===== config.mk =====
export PLATFORM = sky130hd
export DESIGN_NAME = rvg_front
export DESIGN_NICKNAME = d
export VERILOG_FILES = /design/src/hw/rtl/rvg_pkg.sv /design/src/hw/rtl/rvg_front.sv
export SDC_FILE = /design/constraint.sdc
export NUM_CORES = 1
export LEC_CHECK = 0
export ABC_AREA = 0
export BUFFER_PORTS_ARGS = -buffer_cell sky130_fd_sc_hd__buf_2
export CORE_ASPECT_RATIO = 1.4
export CORE_MARGIN = 3
export CORE_UTILIZATION = 45
export CTS_CLUSTER_DIAMETER = 80
export DETAILED_ROUTE_END_ITERATION = 8
export GPL_ROUTABILITY_DRIVEN = 0
export PLACE_DENSITY = 0.63
export REMOVE_ABC_BUFFERS = 1
export SLEW_MARGIN = 30
export SYNTH_ARGS = -nofsm -noshare
export SYNTH_HDL_FRONTEND = slang
export SYNTH_SLANG_ARGS = --single-unit

===== constraint.sdc =====
create_clock -name clk -period 13.25 [get_ports clk]
set_input_delay 1.325 -clock clk [delete_from_list [all_inputs] [get_ports clk]]
set_output_delay 1.325 -clock clk [all_outputs]
set_load 0.02 [all_outputs]

===== src/hw/rtl/rvg_pkg.sv =====
// ----------------------------------------------------------------------------
// rvg_pkg
// Shared types and constants of the radial vignetting gain block.
// ----------------------------------------------------------------------------
package rvg_pkg;

  localparam int COORD_BITS_DEF  = 13;
  localparam int SAMPLE_BITS_DEF = 16;
  localparam int QUEUE_DEPTH_DEF = 4;

  localparam int SIZE_W     = 14;
  localparam int STRENGTH_W = 16;
  localparam int NORM_W     = 48;
  localparam int CH_W       = 16;
  localparam int D2_W       = 20;
  localparam int GAIN_W     = 36;

  // configuration register indexes
  typedef enum logic [1:0] {
    CFG_WIDTH    = 2'd0,
    CFG_HEIGHT   = 2'd1,
    CFG_STRENGTH = 2'd2,
    CFG_NORM     = 2'd3
  } cfg_reg_t;

  typedef struct packed {
    logic [NORM_W-1:0]            norm;
    logic signed [STRENGTH_W-1:0] strength;
    logic [SIZE_W-1:0]            height;
    logic [SIZE_W-1:0]            width;
  } cfg_t;

  typedef struct packed {
    logic            last;
    logic [CH_W-1:0] alpha;
    logic [CH_W-1:0] blue;
    logic [CH_W-1:0] green;
    logic [CH_W-1:0] red;
  } pix_t;

endpackage


===== src/hw/rtl/rvg_front.sv =====
// ----------------------------------------------------------------------------
// rvg_front
// Accepts pixels, tracks column and row, forms the squared center offset
// and the frame end flag, and pushes each pixel into the queue.
// ----------------------------------------------------------------------------
module rvg_front #(
  parameter int COORD_BITS = rvg_pkg::COORD_BITS_DEF,
  parameter int Q_W        = 2 * COORD_BITS + 3 + $bits(rvg_pkg::pix_t)
) (
  input  logic                          clk,
  input  logic                          rst_n,
  input  rvg_pkg::cfg_t                 cfg,
  input  logic                          in_tvalid,
  output logic                          in_tready,
  input  logic [4*rvg_pkg::CH_W-1:0]    in_tdata,
  input  logic                          q_full,
  output logic                          q_push,
  output logic [Q_W-1:0]                q_wdata
);

  localparam int CB   = COORD_BITS;
  localparam int SQ_W = 2 * CB + 3;
  localparam logic [CB:0] SIZE_CAP = (CB + 1)'(1) << CB;

  function automatic logic [CB:0] eff_size(input logic [rvg_pkg::SIZE_W-1:0] v);
    logic [CB:0] r;
    if (v == '0) begin
      r = (CB + 1)'(1);
    end else if (v > SIZE_CAP) begin
      r = SIZE_CAP;
    end else begin
      r = (CB + 1)'(v);
    end
    return r;
  endfunction

  logic [CB-1:0]          col_r, col_nxt;
  logic [CB-1:0]          row_r, row_nxt;
  logic [CB:0]            w_eff, h_eff;
  logic [CB:0]            col_p1, row_p1;
  logic signed [CB+1:0]   ex, ey;
  logic [CB:0]            ax, ay;
  logic [2*CB+1:0]        sqx, sqy;
  logic [SQ_W-1:0]        sumsq;
  logic                   row_end, frame_end;
  rvg_pkg::pix_t          pix;

  assign in_tready = !q_full;
  assign q_push    = in_tvalid && in_tready;

  always_comb begin
    w_eff     = eff_size(cfg.width);
    h_eff     = eff_size(cfg.height);
    col_p1    = {1'b0, col_r} + (CB + 1)'(1);
    row_p1    = {1'b0, row_r} + (CB + 1)'(1);
    row_end   = col_p1 >= w_eff;
    frame_end = row_end && (row_p1 >= h_eff);

    ex  = $signed({1'b0, col_r, 1'b1}) - $signed({1'b0, w_eff});
    ey  = $signed({1'b0, row_r, 1'b1}) - $signed({1'b0, h_eff});
    ax  = ex[CB+1] ? (CB + 1)'(-ex) : ex[CB:0];
    ay  = ey[CB+1] ? (CB + 1)'(-ey) : ey[CB:0];
    sqx = (2 * CB + 2)'(ax) * (2 * CB + 2)'(ax);
    sqy = (2 * CB + 2)'(ay) * (2 * CB + 2)'(ay);
    sumsq = SQ_W'(sqx) + SQ_W'(sqy);

    pix.red   = in_tdata[rvg_pkg::CH_W-1:0];
    pix.green = in_tdata[2*rvg_pkg::CH_W-1:rvg_pkg::CH_W];
    pix.blue  = in_tdata[3*rvg_pkg::CH_W-1:2*rvg_pkg::CH_W];
    pix.alpha = in_tdata[4*rvg_pkg::CH_W-1:3*rvg_pkg::CH_W];
    pix.last  = frame_end;
    q_wdata   = {sumsq, pix};

    if (frame_end) begin
      col_nxt = '0;
      row_nxt = '0;
    end else if (row_end) begin
      col_nxt = '0;
      row_nxt = row_p1[CB-1:0];
    end else begin
      col_nxt = col_p1[CB-1:0];
      row_nxt = row_r;
    end
  end

  always_ff @(posedge clk) begin
    if (!rst_n) begin
      col_r <= '0;
      row_r <= '0;
    end else if (q_push) begin
      col_r <= col_nxt;
      row_r <= row_nxt;
    end
  end

endmodule


==> metrics.cfg <==
[sta]
drv_slew=0
finalSetupViolations=0
max_freq_mhz=78.7
final-hold-violation-count=0
fin_crit_sh=0.959
tightest_slew_ns=0.788
fin_ws_ns=0.540
fin_tns_setup_ns=0
relSlewSlack=0.471
finalClockSkew_ns=0.00551
rsz0062_at_grt=no
period_needed_ns=12.71

[finish]
num_antenna_cells=0
drive_gt1_frac=0.0888
fin_nets=2509
final_area_um2=16500
final.fill_count=3369
syn_to_final_growth_pct=4.93

[routing]
drc=0
wire_per_inst_um=18.2
ant_nets=0
vias=12000
first_pass_iters=5
vias_per_cell=5.22
wirelength_um=42000
drt_first_iter_violations=708

[critical_path]
worstReg2RegStart=col_r[1]$_SDFFE_PN0P_
reg2regPathDepth=15
end_kind=output pin
worstPathRequired_ns=11.93
crit_type=input port to output pin
slowest_delay_ns=0.55
cp_common_cell=fa_1
r2r_slack_ns=9.26
rr_endpoint=row_r[6]$_SDFFE_PN0P_
start_kind=input port
critPathMaxFanout=7
critPathArrivalTime_ns=11.38
cp_slowest_cell=or4b_4

[clock_tree]
root_buffer=clkbuf_16
clkLatencyLatePin_ns=0.27
tritoncts=built
cts-htree-levels=1
numCtsBuffers=3
clk_pin_slew_ns=0.07
clk_path_buf_depth=2
clock_sinks=26

[synthesis]
ys_seq_elements=26
ys_types=71
ys.flop_type=dfxtp_1
avgSynthCellArea_um2=8.56
ys_async_sr_fraction=0
yosysSeqAreaShare=0.0331
synth_area_um2=15700
syn_inst=1836
synth_edf_count=0
synth_warnings=0

[grt]
grt_util_all_layers=0.235
antenna_found_initial=0
grt_pass1_wl_um=68400
grt_max_degree=34
grt_pass1_vias=13100
overflow=0

[die]
die_area_um2=37200
start_util=0.459
row_count=80
die-height_um=227
die_w_um=164
io_pins=256
core_area_um2=34200

[placement]
placed_area_um2=16400
io_buffers=63
dp_hpwl_um=37500
place_ws_ns=0.391

[worst_hold_path]
holdPathEnd=row_r[12]$_SDFFE_PN0P_
hold_path.class=flop to flop
whs_path_depth=2
hp-start=row_r[12]$_SDFFE_PN0P_

[outcome]
status=complete, no violations

[job]
cap_violations=0

state kept, by name (all words and copies together) (netlist names):
register  flops
row_r        13
col_r        13
cell usage in the layout (no fill, tap or decap), types with 34 or more instances in the layout:
cell / netlist / routed
a21oi_1: 51 / 51
fa_1: 294 / 294
buf_4: 67 / 58
inv_1: 406 / 406
xnor2_1: 63 / 63
nor2_1: 187 / 187
buf_2: 6 / 63
xor2_1: 34 / 34
nand2_1: 130 / 130
ha_1: 196 / 196
area by class of cell:
type | instances | area [um2] | area share
Clock inverter | 1 | 30.0 | 0.00182
Multi-Input combinational cell | 1288 | 13000 | 0.787
Clock buffer | 3 | 75.1 | 0.00455
Tap cell | 451 | 564 | 0.0342
Sequential cell | 26 | 520 | 0.0316
Timing Repair Buffer | 121 | 751 | 0.0455
Inverter | 419 | 1570 | 0.0954
cells by family after synthesis:
| family | after synthesis | synth area share |
|---|---|---|
| AND/OR/NAND/NOR | 487 | 0.145 |
| adder cells (fa/ha/maj) | 490 | 0.531 |
| flip-flops | 26 | 0.0331 |
| buffers and inverters | 522 | 0.141 |
| multiplexers | 1 | 0.000637 |
| XOR/XNOR | 101 | 0.0582 |
| AO/OA/AOI/OAI | 209 | 0.0908 |
per-stage QoR:
stage	instances	utilization	hold WS (ns)
final	2309	0.481	0.520
after global routing	2309	0.481	0.559
after CTS	2309	0.481	0.525
after detailed placement	2305	0.478	0.514
after global placement	2305	0.478	0.506
after floorplan	1733	-	0.478
what timing repair did:
item                                    in CTS  in global routing
setup buffers                                0                  0
endpoints found under the setup margin       0                  3
gates resized for setup                      0                  1
hold buffers                                 0                  0
hold endpoints to repair                     0                  0
per-layer routing:
metal | routed length (um) | global-route usage | vias to the layer above
met5 | 132 | 0.0273 | -
met4 | 2020 | 0.0961 | 4
met3 | 3480 | 0.0663 | 79
met2 | 21300 | 0.426 | 381
met1 | 15000 | 0.255 | 5910
li1 | - | - | 5668
critical path: cells and delay by family:
family | cells | cell delay, ns
AOI/OAI and AO/OA | 10 | 2.13
xor gates and xnor gates | 3 | 0.44
and+or+nand+nor | 7 | 1.83
buffers and inverters | 11 | 1.33
adders and majority gates | 10 | 4.33
Yosys cell counts (26+ instances only):
cell	number	area (um2)
dfxtp_1	26	521
xnor2_1	63	552
buf_4	67	503
nand2b_1	29	181
nor2_1	187	702
clkbuf_1	29	109
nand2_1	130	488
xor2_1	34	298
o21ai_0	29	145
a21oi_1	51	255
inv_1	406	1520
ha_1	196	2450
fa_1	294	5890
worst max-delay path by stage:
stage / start / end
floorplan: cfg[0] / q_wdata[93]
global placement: cfg[22] / q_wdata[93]
detailed placement: cfg[22] / q_wdata[93]
CTS: cfg[22] / q_wdata[93]
global route: cfg[22] / q_wdata[93]
finish: cfg[22] / q_wdata[93]
Power is left out: the tool's default activity adds up to more than one toggle a clock period on the data nets, which glitch-free logic cannot reach.
