==> config.mk <==
export PLATFORM = sky130hd
export DESIGN_NAME = rvg_queue
export DESIGN_NICKNAME = d
export VERILOG_FILES = /design/src/hw/rtl/rvg_pkg.sv /design/src/hw/rtl/rvg_queue.sv
export SDC_FILE = /design/constraint.sdc
export NUM_CORES = 1
export LEC_CHECK = 0
export ABC_CLOCK_PERIOD_IN_PS = 1700
export BUFFER_PORTS_ARGS = -buffer_cell sky130_fd_sc_hd__buf_2
export CAP_MARGIN = 20
export CORE_MARGIN = 2
export CORE_UTILIZATION = 50
export CTS_BUF_LIST = sky130_fd_sc_hd__clkbuf_4 sky130_fd_sc_hd__clkbuf_8
export DETAILED_ROUTE_END_ITERATION = 10
export GPL_ROUTABILITY_DRIVEN = 0
export PLACE_DENSITY = 0.71
export SYNTH_ARGS = -nofsm -noshare
export SYNTH_HDL_FRONTEND = slang
export SYNTH_SLANG_ARGS = --single-unit
export TNS_END_PERCENT = 30
==> constraint.sdc <==
create_clock -name clk -period 1.7 [get_ports clk]
set_input_delay 0.17 -clock clk [delete_from_list [all_inputs] [get_ports clk]]
set_output_delay 0.17 -clock clk [all_outputs]
set_load 0.02 [all_outputs]
==> src/hw/rtl/rvg_pkg.sv <==
// ----------------------------------------------------------------------------
// rvg_pkg
// Shared types and constants of the radial vignetting gain block.
// ----------------------------------------------------------------------------
package rvg_pkg;

  localparam int COORD_BITS_DEF  = 13;
  localparam int SAMPLE_BITS_DEF = 16;
  localparam int QUEUE_DEPTH_DEF = 4;

  localparam int SIZE_W     = 14;
  localparam int STRENGTH_W = 16;
  localparam int NORM_W     = 48;
  localparam int CH_W       = 16;
  localparam int D2_W       = 20;
  localparam int GAIN_W     = 36;

  // configuration register indexes
  typedef enum logic [1:0] {
    CFG_WIDTH    = 2'd0,
    CFG_HEIGHT   = 2'd1,
    CFG_STRENGTH = 2'd2,
    CFG_NORM     = 2'd3
  } cfg_reg_t;

  typedef struct packed {
    logic [NORM_W-1:0]            norm;
    logic signed [STRENGTH_W-1:0] strength;
    logic [SIZE_W-1:0]            height;
    logic [SIZE_W-1:0]            width;
  } cfg_t;

  typedef struct packed {
    logic            last;
    logic [CH_W-1:0] alpha;
    logic [CH_W-1:0] blue;
    logic [CH_W-1:0] green;
    logic [CH_W-1:0] red;
  } pix_t;

endpackage

==> src/hw/rtl/rvg_queue.sv <==
// ----------------------------------------------------------------------------
// rvg_queue
// Small register queue between the front end and the back end.
// ----------------------------------------------------------------------------
module rvg_queue #(
  parameter int DATA_W = 8,
  parameter int DEPTH  = rvg_pkg::QUEUE_DEPTH_DEF
) (
  input  logic              clk,
  input  logic              rst_n,
  input  logic              push,
  input  logic [DATA_W-1:0] wdata,
  output logic              full,
  input  logic              pop,
  output logic              valid,
  output logic [DATA_W-1:0] rdata
);

  localparam int PTR_W = (DEPTH > 1) ? $clog2(DEPTH) : 1;
  localparam int CNT_W = $clog2(DEPTH + 1);
  localparam logic [PTR_W-1:0] PTR_LAST = PTR_W'(DEPTH - 1);
  localparam logic [CNT_W-1:0] CNT_FULL = CNT_W'(DEPTH);

  logic [DATA_W-1:0] mem [DEPTH];
  logic [PTR_W-1:0]  wr_ptr_r, rd_ptr_r;
  logic [CNT_W-1:0]  count_r;

  assign full  = count_r == CNT_FULL;
  assign valid = count_r != '0;
  assign rdata = mem[rd_ptr_r];

  always_ff @(posedge clk) begin
    if (push) begin
      mem[wr_ptr_r] <= wdata;
    end
  end

  always_ff @(posedge clk) begin
    if (!rst_n) begin
      wr_ptr_r <= '0;
      rd_ptr_r <= '0;
      count_r  <= '0;
    end else begin
      if (push) begin
        wr_ptr_r <= (wr_ptr_r == PTR_LAST) ? '0 : wr_ptr_r + PTR_W'(1);
      end
      if (pop) begin
        rd_ptr_r <= (rd_ptr_r == PTR_LAST) ? '0 : rd_ptr_r + PTR_W'(1);
      end
      if (push && !pop) begin
        count_r <= count_r + CNT_W'(1);
      end else if (pop && !push) begin
        count_r <= count_r - CNT_W'(1);
      end
    end
  end

`ifndef ASSERT_OFF
  a_no_overflow: assert property (@(posedge clk) disable iff (!rst_n)
    push |-> (count_r < CNT_FULL))
    else $error("queue push while full");

  a_no_underflow: assert property (@(posedge clk) disable iff (!rst_n)
    pop |-> (count_r != '0))
    else $error("queue pop while empty");

  a_count_step: assert property (@(posedge clk) disable iff (!rst_n)
    (push && !pop) |=> (count_r == $past(count_r) + CNT_W'(1)))
    else $error("queue count did not follow push");
`endif

endmodule

==> metrics.yaml, run 1 <==
cp.arrival_ps: 1490
maxCapViolCount: 0
layout.cells.non_filler: 159
critPathSlowestCell: "mux4_2"
viasPerCell: 5.01
drive_gt1_share_pct: 34.8
drc: 0
cts_tree: "yes"
clk_pin_slew_ps: 120
drt-initial-drc-count: 27
dieHeight_um: 60.9
post-route-period-util_pct: 97.5
setup_viol: 0
num_io_pins: 22
clk-insertion-delay-late_ps: 340
diodes: 0
numCtsBuffers: 5
timing.fmax_mhz: 603
crit_buf_inv: 2
root_buffer: "clkbuf_4"
status: "finished clean"
reg2regPathDepth: 4
p_sw_share_pct: 24.1
slew-limit-headroom_pct: 71.2
grt_max_degree: 13
start_util_pct: 53.0
r2r-end: "count_r[2]$_SDFFE_PN0P_"
max-vdd-ir-drop_v: 0.000538
syn_nets: 105
syn_inst: 86
core_um2: 3050
pwr-share-seq_pct: 61.1
grt_pass1_wl_mm: 3.73
crit_end: "rdata[5]"
slew_violations: 0
syn_area_um2: 1620
power.total_w: 0.00192
track_usage_pct: 14.8
crit_path_cell_trace: "buf_12 > mux4_2 > buf_6"
cts_setup_buffers: 0
syn_area_per_cell_um2: 18.8
io_buffers: 21
wl_per_cell_um: 14.4
post_synth_num_cell_types: 20
clockPowerShare_pct: 23.8
synth_warnings: 0
tns_ps: 0
crit_type: "reg2out"
regToRegStartpoint: "count_r[0]$_SDFFE_PN0P_"
ys_ff_latch: 41
hold_class: "in2reg"
rows: 20
num_vias: 796
combPwrFrac_pct: 15.1
p_int_w: 0.00146
first_pass_iters: 4
end_kind: "primary output"
htree_levels: 2
worstMarginPinSlew_ps: 432
grt_pass1_vias: 794
antenna_left: 0
hold_start: "wdata[5]"
min_period_ps: 1660
cts_sinks: 41
switchingPower_w: 0.000464
critPathMaxStageDelay_ps: 510
routed_wl_mm: 2.29
path_max_fanout: 8
die_w_um: 60.9
start_kind: "register"
rsz0062_at_grt: "yes"
nNetsFinal: 133
hold_violations: 0
die-area_um2: 3700
powerDensity_nw_per_um2: 1030
p_leak_nw: 0.694
required_ps: 1530
place_inst: 151
grt_overflow: 0
syn_to_final_growth_pct: 16.0
antenna_found_initial: 0
hpwl_mm: 1.64
reg2reg_setup_slack_ps: 200
clockBufferDepth: 2
yosysSeqAreaShare_pct: 70.6
path_depth: 3
finalClockSkew_ps: 13.3
hold_depth: 1
critPathTopFamily: "multiplexers"
==> state kept, by name (all words and copies together), names as in the netlist, named ones only <==
register,cells
mem,32
count_r,3
wr_ptr_r,2
rd_ptr_r,2
==> final cells by class <==
type                       count  area, um2
fill                         239       1180
sequential                    41       1140
multi-input combinational     39        444
timing repair buffer          23        164
tap                           44       55.1
clock buffer                   6       45.0
inverter                       4       15.0
clock inverter                 2       10.0
==> cells in the final DEF (no fill, tap or decap), types with 4 or more instances in the layout <==
master    count
mux2i_1       4
ha_1          6
nor2b_1       5
buf_6         5
dfxtp_1       8
edfxtp_1     32
inv_1         4
and2_1        5
mux4_2        8
buf_2        16
clkbuf_4      6
==> cell families after synthesis <==
| logic type | after synthesis | share of synthesized area (%) |
|---|---|---|
| buffers and inverters | 6 | 1.93 |
| muxes | 12 | 13.6 |
| and+or+nand+nor | 15 | 5.65 |
| AOI/OAI and AO/OA | 3 | 1.24 |
| xor gates and xnor gates | 2 | 1.08 |
| adders and majority gates | 7 | 5.88 |
| DFF | 41 | 70.6 |
==> stage by stage <==
stage	setup slack (ps)	cell area [um2]	hold slack, ps	util [%]
after detailed placement	19.4	1780	387	58.2
after CTS	1.30	1840	37.7	60.3
final	41.9	1880	43.1	61.4
after global routing	-11.4	1880	34.3	61.4
after floorplan	267	1620	269	-
after global placement	109	1780	380	58.2
==> power groups by stage <==
stage               clock, W  sequential [W]  combinational [W]
floorplan                  0         0.00118           0.000191
global placement           0         0.00119           0.000258
detailed placement         0         0.00120           0.000270
CTS                 0.000473         0.00118           0.000275
global route        0.000507         0.00118           0.000322
finish              0.000457         0.00118           0.000290
==> layer usage <==
metal	GRT usage, %	wire, um	vias up
li1	-	-	385
met1	18.6	976	385
met2	23.8	1170	22
met3	4.48	105	4
met4	6.52	34	0
met5	0	0	-
==> repair_timing <==
| item | 4_1_cts | 5_1_grt |
|---|---|---|
| hold endpoints to repair | 0 | 0 |
| hold buffers | 0 | 0 |
| setup endpoints to repair | 8 | 8 |
| gates resized for setup | 4 | 10 |
==> worst min-delay path by stage <==
stage | to | slack [ps]
2_1_floorplan | mem[0][0]$_DFFE_PP_ | 270
6_report | mem[0][5]$_DFFE_PP_ | 40
3_5_place_dp | mem[0][3]$_DFFE_PP_ | 390
3_3_place_gp | mem[2][3]$_DFFE_PP_ | 380
5_1_grt | mem[1][7]$_DFFE_PP_ | 30
4_1_cts | mem[0][3]$_DFFE_PP_ | 40
==> Yosys cell counts <==
master     n  area [um2]
fa_1       1        20.0
inv_1      4        15.0
ha_1       6        75.1
buf_6      1        11.3
edfxtp_1  32         961
nor3_1     1        5.00
clkbuf_2   1        5.00
mux2i_1    4        40.0
xor2_1     1        8.76
nor2b_1    5        31.3
xnor2_1    1        8.76
or3_1      2        12.5
nor3b_1    1        7.51
o21a_1     1        7.51
dfxtp_1    9         180
nor2_1     1        3.75
mux4_2     8         180
o21ai_0    1        5.00
a21boi_1   1        7.51
and2_1     5        31.3
==> worst reg2reg max path: cells and delay by family, from the launching register on <==
family	cells	cell delay (ps)
flops	1	370
fa+ha+maj	1	440
xor+xnor	1	160
simple gates	1	310
compound gates	1	150
Note: power is estimated with default switching activity, not from simulation.
==> inputs of run 2 (changes only) <==
Settings changed: ABC_AREA set to 1.
==> run 2 against run 1 <==
Setup slack gained 56 ps. Largest cell class unchanged. Fmax grew 3.5%. Die area grew 2.2%.
==> metrics.yaml, run 2 <==
crit_path_cell_trace: "o21ai_0 > o22ai_1 > buf_2"  # was buf_12 > mux4_2 > buf_6
slew-limit-headroom_pct: 74.7  # was 71.2%
nNetsFinal: 182  # was 133
netlist_top_cells_count: "edfxtp_1 (32), nor2_1 (23), inv_1 (15), o21ai_0 (15)"  # was edfxtp_1 (32), dfxtp_1 (9), mux4_2 (8)
status: "finished clean"  # unchanged
post_synth_num_cell_types: 19  # was 20
worstMarginPinSlew_ps: 379  # was 432 ps
core_um2: 3100  # was 3050 um2
die_w_um: 61.5  # was 60.9 um
synth_area_leaders: "edfxtp_1 (58%), dfxtp_1 (11%), nor2_1 (5.2%), ha_1 (4.5%), o21ai_0 (4.5%)"  # was edfxtp_1 (59%), dfxtp_1 (11%), mux4_2 (11%), ha_1 (4.6%), mux2i_1 (2.5%)
place_inst: 200  # was 151
ys_ff_latch: 41  # unchanged
antenna_left: 0  # unchanged
largest_reg_flops: 32  # unchanged
synth_most_common_cell: "edfxtp_1"  # unchanged
hold_class: "in2reg"  # unchanged
root_buffer: "clkbuf_4"  # unchanged
cp.arrival_ps: 1430  # was 1490 ps
hold_violations: 0  # unchanged
syn_nets: 155  # was 105
finalClockSkew_ps: 9.58  # was 13.3 ps
post-route-period-util_pct: 94.3  # was 97.5%
rows: 20  # unchanged
max-vdd-ir-drop_v: 0.000656  # was 0.000538 V
grt.met2_usage_pct: 26.9  # was 23.8%
antenna_found_initial: 0  # unchanged
grt_util_met1_pct: 19.2  # was 18.6%
final_common_cell: "edfxtp_1"  # unchanged
synth_warnings: 0  # unchanged
viasPerCell: 5.05  # was 5.01
cts_setup_buffers: 0  # unchanged
tns_ps: 0  # unchanged
power.total_w: 0.00210  # was 0.00192 W
rsz0062_at_grt: "yes"  # unchanged
die-area_um2: 3780  # was 3700 um2
crit_type: "reg2out"  # unchanged
fill_cells: 262  # was 239
multi_input_area_um2: 430  # was 444 um2
grt_pass1_wl_mm: 4.32  # was 3.73 mm
min_period_ps: 1600  # was 1660 ps
io_buffers: 21  # unchanged
regMostFlops: "mem"  # unchanged
htree_levels: 2  # unchanged
syn_to_final_growth_pct: 14.4  # was 16.0%
stdcell_area_um2: 1890  # was 1880 um2
dieHeight_um: 61.5  # was 60.9 um
track_usage_pct: 16.3  # was 14.8%
cts_tree: "yes"  # unchanged
slew_violations: 0  # unchanged
end_kind: "primary output"  # unchanged
clk-insertion-delay-late_ps: 340  # about the same
critPathSlowestCell: "dfxtp_1"  # was mux4_2
synthFlopType: "edfxtp_1"  # unchanged
ff_latch_area_um2: 1140  # about the same
grt_overflow: 0  # unchanged
synth_top_area_cell: "edfxtp_1"  # unchanged
maxCapViolCount: 0  # unchanged
routed_wl_mm: 2.70  # was 2.29 mm
drt-initial-drc-count: 40  # was 27
synth_edf_count: 32  # unchanged
grt_max_degree: 17  # was 13
grt_pass1_vias: 1021  # was 794
met3_usage_pct: 5.04  # was 4.48%
required_ps: 1530  # about the same
cts_sinks: 41  # unchanged
grt.busiest_layer: "met2"  # unchanged
num_io_pins: 22  # unchanged
setup_viol: 0  # unchanged
num_vias: 1050  # was 796
critPathMaxStageDelay_ps: 540  # was 510 ps
synth_top_area_share_pct: 58.1  # was 59.4%
hpwl_mm: 1.90  # was 1.64 mm
clockBufferDepth: 2  # unchanged
async_flop_share_pct: 0  # unchanged
largestRegisters: "mem: 32 flops, count_r: 3 flops"  # unchanged
drive_gt1_share_pct: 22.6  # was 34.8%
path_max_fanout: 9  # was 8
wl_per_cell_um: 13.0  # was 14.4 um
placed_cell_area_um2: 1800  # was 1780 um2
numCtsBuffers: 5  # unchanged
utilization_pct: 61.0  # was 61.4%
final_cell_mix: "edfxtp_1 (32), nor2_1 (23), buf_2 (21)"  # was edfxtp_1 (32), buf_2 (16), mux4_2 (8), dfxtp_1 (8)
diodes: 0  # unchanged
timing.fmax_mhz: 624  # was 603 MHz
start_kind: "register"  # unchanged
powerDensity_nw_per_um2: 1110  # was 1030 nW/um2
yosysSeqAreaShare_pct: 69.0  # was 70.6%
clk_pin_slew_ps: 110  # was 120 ps
drc: 0  # unchanged
syn_area_um2: 1650  # was 1620 um2
first_pass_iters: 4  # unchanged
syn_area_per_cell_um2: 12.2  # was 18.8 um2
syn_inst: 136  # was 86
start_util_pct: 53.3  # was 53.0%
p_leak_nw: 0.769  # was 0.694 nW
layout.cells.non_filler: 208  # was 159
run 2: logic make-up after synthesis:
| group | share of synthesized area (%) |
|---|---|
| AO/OA/AOI/OAI | 10.1 |
| XOR/XNOR | 0.530 |
| adder cells (fa/ha/maj) | 5.75 |
| buffers and inverters | 4.99 |
| flip-flops | 69.0 |
| AND/OR/NAND/NOR | 9.61 |
run 2: repair_timing:
item | 4_1_cts | 5_1_grt
hold buffers | 0 | 0
resized for setup | 2 | 2
cloned | 0 | 0
pin swaps | 0 | 0
endpoints found under the setup margin | 8 | 2
run 2: per-layer routing:
layer  wire length [um]  vias up
li1                   -      529
met1               1180      498
met2               1360       18
met3                110        5
met4                 45        0
met5                  0        -
run 2: worst paths after layout:
kind,depth (start not counted),start,end,slack (ps)
worst max register to register,4,wr_ptr_r[0]$_SDFFE_PN0P_,mem[0][2]$_DFFE_PP_,410
worst min-delay path,1,wdata[3],mem[2][3]$_DFFE_PP_,40
worst min register to register,2,wr_ptr_r[1]$_SDFFE_PN0P_,wr_ptr_r[1]$_SDFFE_PN0P_,540
worst max-delay path,3,register,rdata[4],100
run 2: worst max-delay path, delay by kind of cell (launching register included):
kind            cells  cell delay [ps]
flops               1              540
compound gates      2              370
buf+inv             1              180
run 2: final cells by class:
type                    count  share of cell area (%)
repair buffers             22                    5.95
flip-flops and latches     41                    60.5
multi-input cells          77                    22.8
clock buffers               7                    3.11
clock inverters             1                    1.59
inverters                  16                    3.17
well taps                  44                    2.91
run 2: through the flow:
stage	hold slack (ps)	setup WS [ps]
final	41.8	97.6
after global routing	10.4	-3.28
after CTS	21.4	71.5
after detailed placement	387	274
after global placement	382	328
after floorplan	269	479
run 2: power by group:
| group | leakage, nW | internal [W] | total [W] | switching [W] |
|---|---|---|---|---|
| clock network | 0.0489 | 0.000367 | 0.000649 | 0.000282 |
| logic | 0.350 | 0.0000978 | 0.000277 | 0.000179 |
| registers | 0.369 | 0.00114 | 0.00117 | 0.0000363 |
| total | 0.769 | 0.00160 | 0.00210 | 0.000497 |
