<file path="config.mk">
export PLATFORM = sky130hd
export DESIGN_NAME = rvg_back
export DESIGN_NICKNAME = d
export VERILOG_FILES = /design/src/hw/rtl/rvg_pkg.sv /design/src/hw/rtl/rvg_back.sv
export SDC_FILE = /design/constraint.sdc
export NUM_CORES = 2
export LEC_CHECK = 0
export BUFFER_PORTS_ARGS = -buffer_cell sky130_fd_sc_hd__buf_4
export CAP_MARGIN = 20
export CORE_UTILIZATION = 59
export DETAILED_ROUTE_END_ITERATION = 12
export GPL_TIMING_DRIVEN = 0
export HOLD_SLACK_MARGIN = 0.12
export MAX_ROUTING_LAYER = met4
export PLACE_DENSITY = 0.8
export SYNTH_ARGS = -nofsm -noshare
export SYNTH_HDL_FRONTEND = slang
export SYNTH_SLANG_ARGS = --single-unit
</file>
<file path="constraint.sdc">
create_clock -name clk -period 10.98 [get_ports clk]
set_input_delay 0.549 -clock clk [delete_from_list [all_inputs] [get_ports clk]]
set_output_delay 0.549 -clock clk [all_outputs]
set_load 0.005 [all_outputs]
</file>
<file path="src/hw/rtl/rvg_pkg.sv">
// ----------------------------------------------------------------------------
// rvg_pkg
// Shared types and constants of the radial vignetting gain block.
// ----------------------------------------------------------------------------
package rvg_pkg;

  localparam int COORD_BITS_DEF  = 13;
  localparam int SAMPLE_BITS_DEF = 16;
  localparam int QUEUE_DEPTH_DEF = 4;

  localparam int SIZE_W     = 14;
  localparam int STRENGTH_W = 16;
  localparam int NORM_W     = 48;
  localparam int CH_W       = 16;
  localparam int D2_W       = 20;
  localparam int GAIN_W     = 36;

  // configuration register indexes
  typedef enum logic [1:0] {
    CFG_WIDTH    = 2'd0,
    CFG_HEIGHT   = 2'd1,
    CFG_STRENGTH = 2'd2,
    CFG_NORM     = 2'd3
  } cfg_reg_t;

  typedef struct packed {
    logic [NORM_W-1:0]            norm;
    logic signed [STRENGTH_W-1:0] strength;
    logic [SIZE_W-1:0]            height;
    logic [SIZE_W-1:0]            width;
  } cfg_t;

  typedef struct packed {
    logic            last;
    logic [CH_W-1:0] alpha;
    logic [CH_W-1:0] blue;
    logic [CH_W-1:0] green;
    logic [CH_W-1:0] red;
  } pix_t;

endpackage

</file>
<file path="src/hw/rtl/rvg_back.sv">
// ----------------------------------------------------------------------------
// rvg_back
// Sequencer that turns the squared offset into a gain, scales the color
// samples with it and holds the result beat for the output channel.
// ----------------------------------------------------------------------------
module rvg_back #(
  parameter int COORD_BITS  = rvg_pkg::COORD_BITS_DEF,
  parameter int SAMPLE_BITS = rvg_pkg::SAMPLE_BITS_DEF,
  parameter int Q_W         = 2 * COORD_BITS + 3 + $bits(rvg_pkg::pix_t)
) (
  input  logic                          clk,
  input  logic                          rst_n,
  input  rvg_pkg::cfg_t                 cfg,
  input  logic                          q_valid,
  input  logic [Q_W-1:0]                q_rdata,
  output logic                          q_pop,
  output logic                          out_tvalid,
  input  logic                          out_tready,
  output logic [4*rvg_pkg::CH_W-1:0]    out_tdata,
  output logic                          out_tlast
);

  localparam int SQ_W = 2 * COORD_BITS + 3;
  localparam int MP_W = SQ_W + 24;
  localparam int T_W  = SQ_W + 26;
  localparam int R_W  = SQ_W + 17;
  localparam int SEW  = (SAMPLE_BITS < rvg_pkg::CH_W) ? SAMPLE_BITS : rvg_pkg::CH_W;
  localparam int PR_W = SEW + rvg_pkg::GAIN_W + 1;
  localparam int PW0  = SEW + 7;
  localparam int PW1  = (PW0 > SAMPLE_BITS + 1) ? PW0 : SAMPLE_BITS + 1;
  localparam int PW   = (PW1 > rvg_pkg::CH_W + 1) ? PW1 : rvg_pkg::CH_W + 1;

  localparam logic [T_W-1:0]     T_HALF   = T_W'(64'd1 << 31);
  localparam logic [PR_W-1:0]    P_HALF   = PR_W'(64'd1 << 29);
  localparam logic [PW-1:0]      SAMP_MAX = PW'((64'd1 << SAMPLE_BITS) - 64'd1);
  localparam logic signed [37:0] ONE_Q30  = 38'sd1073741824;

  localparam logic [2:0] ST_IDLE   = 3'd0;
  localparam logic [2:0] ST_MUL_HI = 3'd1;
  localparam logic [2:0] ST_MUL_LO = 3'd2;
  localparam logic [2:0] ST_ROUND  = 3'd3;
  localparam logic [2:0] ST_GAIN   = 3'd4;
  localparam logic [2:0] ST_SC_R   = 3'd5;
  localparam logic [2:0] ST_SC_G   = 3'd6;
  localparam logic [2:0] ST_SC_B   = 3'd7;

  logic [2:0]                    state_r, state_nxt;
  logic                          out_valid_r, out_valid_nxt;
  rvg_pkg::pix_t                 pix_r, out_pix_r;
  logic [SQ_W-1:0]               sumsq_r;
  logic [MP_W-1:0]               hi_r, lo_r, mprod;
  logic [rvg_pkg::D2_W-1:0]      d2q_r, d2q;
  logic [rvg_pkg::GAIN_W-1:0]    gain_r, gain;
  logic [rvg_pkg::CH_W-1:0]      red_res_r, green_res_r, scaled;
  logic [23:0]                   norm_half;
  logic [T_W-1:0]                t_sum;
  logic [R_W-1:0]                r_sum;
  logic signed [37:0]            s_ext, d_ext, g_s;
  logic [rvg_pkg::CH_W-1:0]      sel_samp;
  logic [PR_W-1:0]               sprod;
  logic [PW-1:0]                 p_val, p_sat;
  logic                          out_free, out_load;

  assign out_free   = !out_valid_r || out_tready;
  assign out_load   = (state_r == ST_SC_B) && out_free;
  assign q_pop      = (state_r == ST_IDLE) && q_valid;
  assign out_tvalid = out_valid_r;
  assign out_tdata  = {out_pix_r.alpha, out_pix_r.blue, out_pix_r.green, out_pix_r.red};
  assign out_tlast  = out_pix_r.last;

  always_comb begin
    norm_half = (state_r == ST_MUL_HI) ? cfg.norm[47:24] : cfg.norm[23:0];
    mprod     = MP_W'(sumsq_r) * MP_W'(norm_half);

    t_sum = T_W'({hi_r[7:0], 24'd0}) + T_W'(lo_r) + T_HALF;
    r_sum = R_W'(hi_r[MP_W-1:8]) + R_W'(t_sum[T_W-1:32]);
    d2q   = (|r_sum[R_W-1:rvg_pkg::D2_W]) ? '1 : r_sum[rvg_pkg::D2_W-1:0];

    s_ext = 38'(cfg.strength);
    d_ext = 38'($signed({1'b0, d2q_r}));
    g_s   = ONE_Q30 + s_ext * d_ext;
    gain  = (g_s > 38'sd0) ? g_s[rvg_pkg::GAIN_W-1:0] : '0;

    unique case (state_r)
      ST_SC_R: sel_samp = pix_r.red;
      ST_SC_G: sel_samp = pix_r.green;
      default: sel_samp = pix_r.blue;
    endcase
    sprod  = PR_W'(sel_samp[SEW-1:0]) * PR_W'(gain_r) + P_HALF;
    p_val  = PW'(sprod[PR_W-1:30]);
    p_sat  = (p_val > SAMP_MAX) ? SAMP_MAX : p_val;
    scaled = p_sat[rvg_pkg::CH_W-1:0];
  end

  always_comb begin
    unique case (state_r)
      ST_IDLE:   state_nxt = q_valid ? ST_MUL_HI : ST_IDLE;
      ST_MUL_HI: state_nxt = ST_MUL_LO;
      ST_MUL_LO: state_nxt = ST_ROUND;
      ST_ROUND:  state_nxt = ST_GAIN;
      ST_GAIN:   state_nxt = ST_SC_R;
      ST_SC_R:   state_nxt = ST_SC_G;
      ST_SC_G:   state_nxt = ST_SC_B;
      ST_SC_B:   state_nxt = out_free ? ST_IDLE : ST_SC_B;
      default:   state_nxt = ST_IDLE;
    endcase
    if (out_load) begin
      out_valid_nxt = 1'b1;
    end else if (out_tready) begin
      out_valid_nxt = 1'b0;
    end else begin
      out_valid_nxt = out_valid_r;
    end
  end

  always_ff @(posedge clk) begin
    if (!rst_n) begin
      state_r     <= ST_IDLE;
      out_valid_r <= 1'b0;
    end else begin
      state_r     <= state_nxt;
      out_valid_r <= out_valid_nxt;
    end
  end

  always_ff @(posedge clk) begin
    if (q_pop) begin
      sumsq_r <= q_rdata[Q_W-1:Q_W-SQ_W];
      pix_r   <= q_rdata[$bits(rvg_pkg::pix_t)-1:0];
    end
    if (state_r == ST_MUL_HI) begin
      hi_r <= mprod;
    end
    if (state_r == ST_MUL_LO) begin
      lo_r <= mprod;
    end
    if (state_r == ST_ROUND) begin
      d2q_r <= d2q;
    end
    if (state_r == ST_GAIN) begin
      gain_r <= gain;
    end
    if (state_r == ST_SC_R) begin
      red_res_r <= scaled;
    end
    if (state_r == ST_SC_G) begin
      green_res_r <= scaled;
    end
    if (out_load) begin
      out_pix_r.red   <= red_res_r;
      out_pix_r.green <= green_res_r;
      out_pix_r.blue  <= scaled;
      out_pix_r.alpha <= pix_r.alpha;
      out_pix_r.last  <= pix_r.last;
    end
  end

`ifndef ASSERT_OFF
  a_load_from_last_step: assert property (@(posedge clk) disable iff (!rst_n)
    $rose(out_valid_r) |-> ($past(state_r) == ST_SC_B))
    else $error("result beat loaded outside the last scaling step");

  a_pop_starts_item: assert property (@(posedge clk) disable iff (!rst_n)
    q_pop |=> (state_r == ST_MUL_HI))
    else $error("popped item did not start the sequencer");
`endif

endmodule

</file>
==> PnR_summary.wiki <==
{| class="wikitable"
! Metric !! Value
|-
| Area contributors post-synth || sky130_fd_sc_hd__fa_1, sky130_fd_sc_hd__edfxtp_1, sky130_fd_sc_hd__ha_1
|-
| Count of antenna-violating nets left after detailed routing || 0
|-
| Number of slew-limit violations in the final report || 0
|-
| Count of flip-flops with a built-in enable after synthesis || roughly 330
|-
| Routed len/inst || between 20 and 25 microns
|-
| Type of element launching the critical path || flop
|-
| Synthesis-to-layout area growth || 9.28%
|-
| Number of cell rows || between 100 and 150
|-
| Library cells used by synthesis || slightly above 80
|-
| Maximum fanout along the worst path || 10
|-
| Top FF cell, synth || sky130_fd_sc_hd__edfxtp_1
|-
| Status || finished clean
|-
| Number of cells produced by synthesis || around 7k
|-
| Post-Syn Nets || about 8.9k
|-
| Max-slew headroom at the worst pin || between 10% and 20%
|-
| Required time of the worst setup path || approximately 11000 ps
|-
| Category of the critical setup timing path || flop to flop
|-
| Clock transition at path regs || about 70 ps
|-
| Synthesis-stage register bit count || 333
|-
| Post-synthesis async set-or-reset flop share || 0%
|-
| Setup total negative slack || 0 ps
|-
| Maximum capacitance violations || 0
|-
| Maximum frequency from static timing analysis || about 0.094 GHz
|-
| Final setup violating endpoints || 0
|-
| Final Cycle Share || between 90% and 100%
|-
| Syn Area/Cell || about 9.5 sq um
|-
| TritonCTS buffer count || 40
|-
| Critical Path Slowest Stage Cell || sky130_fd_sc_hd__mux2i_1
|-
| CTS tree || built
|-
| Placed standard-cell area || ~69000 sq um
|-
| Final Skew || around 45 ps
|-
| Delay contributed by the slowest stage of the critical path || 750 ps
|-
| GRT Resource Usage Total || a little under two fifths
|-
| Worst Max-Slew Pin Slew || approximately 1200 ps
|-
| Aggregate routed wire length || roughly 200000 microns
|-
| Final Hold Violating Endpoints || 0
|-
| Mapped Area || approximately 65000 sq um
|-
| Antenna violations before repair || 4
|-
| Number of buffers inserted by post-CTS setup repair || 0
|-
| Clock root buffer master || sky130_fd_sc_hd__clkbuf_16
|-
| Final worst path period need || 10600 ps
|-
| Count of yosys warnings during synthesis || 0
|-
| Vias per inst || approximately 5.7
|-
| Initial core utilization || 59.6%
|-
| Fraction of layout cells with a size suffix above 1 || 5.35%
|-
| RSZ-0062 raised after global routing || false
|-
| Sink Count || between 300 and 400
|-
| Post-detailed-route DRC marker count || 0
|-
| Number of detailed-route iterations in the first pass || 7
|-
| Via Count || between 40k and 50k
|-
| Finished Cell Area || 71000 sq um
|-
| Cell mode on critical path || sky130_fd_sc_hd__fa_1
|-
| Core Area || around 110000 sq um
|-
| Die height || about 330 microns
|-
| Insertion delay to the later sink of the worst-skew pair || between 600 and 700 ps
|-
| Last weighted congestion value of the routability-driven placer || between 1 and 1.5
|-
| Global route total overflow || 0
|-
| Crit. End Element || flop
|-
| Critical path arrival || around 11000 ps
|-
| Maximum buffer depth of the clock tree || 3
|-
| First-pass GRT wire length || 303000 microns
|-
| H-tree depth reported by CTS || 2
|-
| Violation count after the first detailed-route iteration || roughly 4.1k
|-
| Number of global-route vias before repair || around 53k
|-
| Largest net degree at the start of global routing || 59
|-
| Buffers added on ports || around 210
|-
| Hold/Removal Path Class || input port to flop
|-
| Ports || around 260
|-
| Cell type contributing the most total cell area after synthesis || sky130_fd_sc_hd__fa_1
|-
| Width of the chip || around 330 microns
|-
| Post-layout util || 65.1%
|-
| Fraction of synthesized cell area taken by the top area cell type || 40.6%
|-
| Die footprint || 111000 sq um
|-
| DP HPWL || around 160000 microns
|-
| Portion of the post-synthesis area used by sequential elements || 15.3%
|-
| Net total in the final layout || slightly above 9k
|}
## cell usage in the layout, fill, tap and decap left out, types with 8 or more instances in the layout
cell type / n
sky130_fd_sc_hd__nand3_1: 55
sky130_fd_sc_hd__dlygate4sd3_1: 93
sky130_fd_sc_hd__xnor2_1: 81
sky130_fd_sc_hd__o31ai_1: 10
sky130_fd_sc_hd__inv_1: 1538
sky130_fd_sc_hd__diode_2: 8
sky130_fd_sc_hd__a31oi_1: 36
sky130_fd_sc_hd__or3_1: 9
sky130_fd_sc_hd__and3_1: 15
sky130_fd_sc_hd__buf_6: 16
sky130_fd_sc_hd__nor2_1: 131
sky130_fd_sc_hd__o21ai_0: 84
sky130_fd_sc_hd__mux2i_1: 23
sky130_fd_sc_hd__o22ai_1: 19
sky130_fd_sc_hd__buf_4: 219
sky130_fd_sc_hd__o21bai_1: 26
sky130_fd_sc_hd__a21oi_1: 160
sky130_fd_sc_hd__edfxtp_1: 329
sky130_fd_sc_hd__buf_2: 18
sky130_fd_sc_hd__clkbuf_2: 11
sky130_fd_sc_hd__nand2b_1: 65
sky130_fd_sc_hd__clkbuf_16: 40
sky130_fd_sc_hd__clkbuf_1: 270
sky130_fd_sc_hd__a211oi_1: 24
sky130_fd_sc_hd__o2111ai_1: 8
sky130_fd_sc_hd__nor3_1: 36
sky130_fd_sc_hd__mux2_2: 20
sky130_fd_sc_hd__xor2_1: 53
sky130_fd_sc_hd__and2_1: 376
sky130_fd_sc_hd__a21o_1: 74
sky130_fd_sc_hd__nand2_1: 1144
sky130_fd_sc_hd__nor2b_1: 190
sky130_fd_sc_hd__nor3b_1: 8
sky130_fd_sc_hd__ha_1: 505
sky130_fd_sc_hd__fa_1: 1317
sky130_fd_sc_hd__o21a_1: 26
sky130_fd_sc_hd__o211ai_1: 17
sky130_fd_sc_hd__buf_1: 13
sky130_fd_sc_hd__nand4_1: 33
## cells by family (layout without fill, tap and decap cells)
group                      Yosys count  in the layout  share of synthesized area, %
and+or+nand+nor                   2107           2107                          15.3
buffers and inverters             1857           2257                          10.8
adders and majority gates         1822           1822                          50.3
AOI/OAI and AO/OA                  562            562                          5.66
DFF                                333            333                          15.3
xor gates and xnor gates           134            134                          1.81
muxes                               43             43                         0.701
other                                0              8                             0
## stage by stage
step | setup WS [ps] | std cells | hold slack, ps
3_5_place_dp | -481 | 8508 | 405
5_1_grt | 7.63 | 8675 | 172
6_report | 382 | 8680 | 188
2_1_floorplan | 957 | 6858 | 400
4_1_cts | 34.5 | 8674 | 151
3_3_place_gp | -2860 | 8485 | 400
## layer usage
layer	share of wire, %	GRT usage (%)
met5	0	-
met4	7.2	20.9
met1	37	44.4
met2	48	61.7
met3	7.7	5.54
## area by class of cell
class | count | area (sq um)
buffer | 315 | 1260
inverter | 1538 | 5770
clock buffer | 43 | 1010
tap | 1414 | 1770
sequential | 333 | 9960
fill | 8838 | 38000
clock inverter | 31 | 333
timing repair buffer | 330 | 2830
antenna | 8 | 20.0
multi-input combinational | 4668 | 48000
## flip-flops by register name, summed over array words and instances (netlist names), 20 cells and up
register,count
pix_r,65
sumsq_r,29
lo_r,29
gain_r,36
hi_r,53
out_tdata,64
d2q_r,20
## repair_timing
| action | CTS | global route |
|---|---|---|
| hold buffers | 93 | 0 |
| resized for setup | 2 | 20 |
| hold endpoints to repair | 93 | 0 |
| endpoints found under the setup margin | 18 | 16 |
## synth_stat cells, drive strengths merged, types with 33 or more instances
library cell,n
nand2b,65
buf,40
o21ai,86
clkbuf,279
nor2b,190
nand4,33
nor3,36
a21oi,165
a21o,74
and2,376
xor2,53
xnor2,81
nand3,55
fa,1317
nor2,134
ha,505
nand2,1144
edfxtp,329
a31oi,37
inv,1538
## final timing paths
kind                                       startpoint                      end  slack, ps  cells after the start
worst min register to register    pix_r[55]$_DFFE_PP_  out_tdata[55]$_DFFE_PP_        410                      0
worst max-delay path            state_r[0]$_SDFF_PN0_       hi_r[49]$_DFFE_PP_        380                     30
worst min-delay path                      q_rdata[33]      pix_r[33]$_DFFE_PP_        190                      1
worst max register to register  state_r[0]$_SDFF_PN0_       hi_r[49]$_DFFE_PP_        380                     30
## worst max-delay path, delay by kind of cell (launching register included)
kind                       cells  cell delay, ps
adders and majority gates      8            3560
AOI/OAI and AO/OA              9            2690
buffers and inverters          9            2390
muxes                          1             750
and+or+nand+nor                2             430
DFF                            1             320
xor gates and xnor gates       1             170
Power is left out: the tool's default activity adds up to more than one toggle a clock period on the data nets, which glitch-free logic cannot reach.
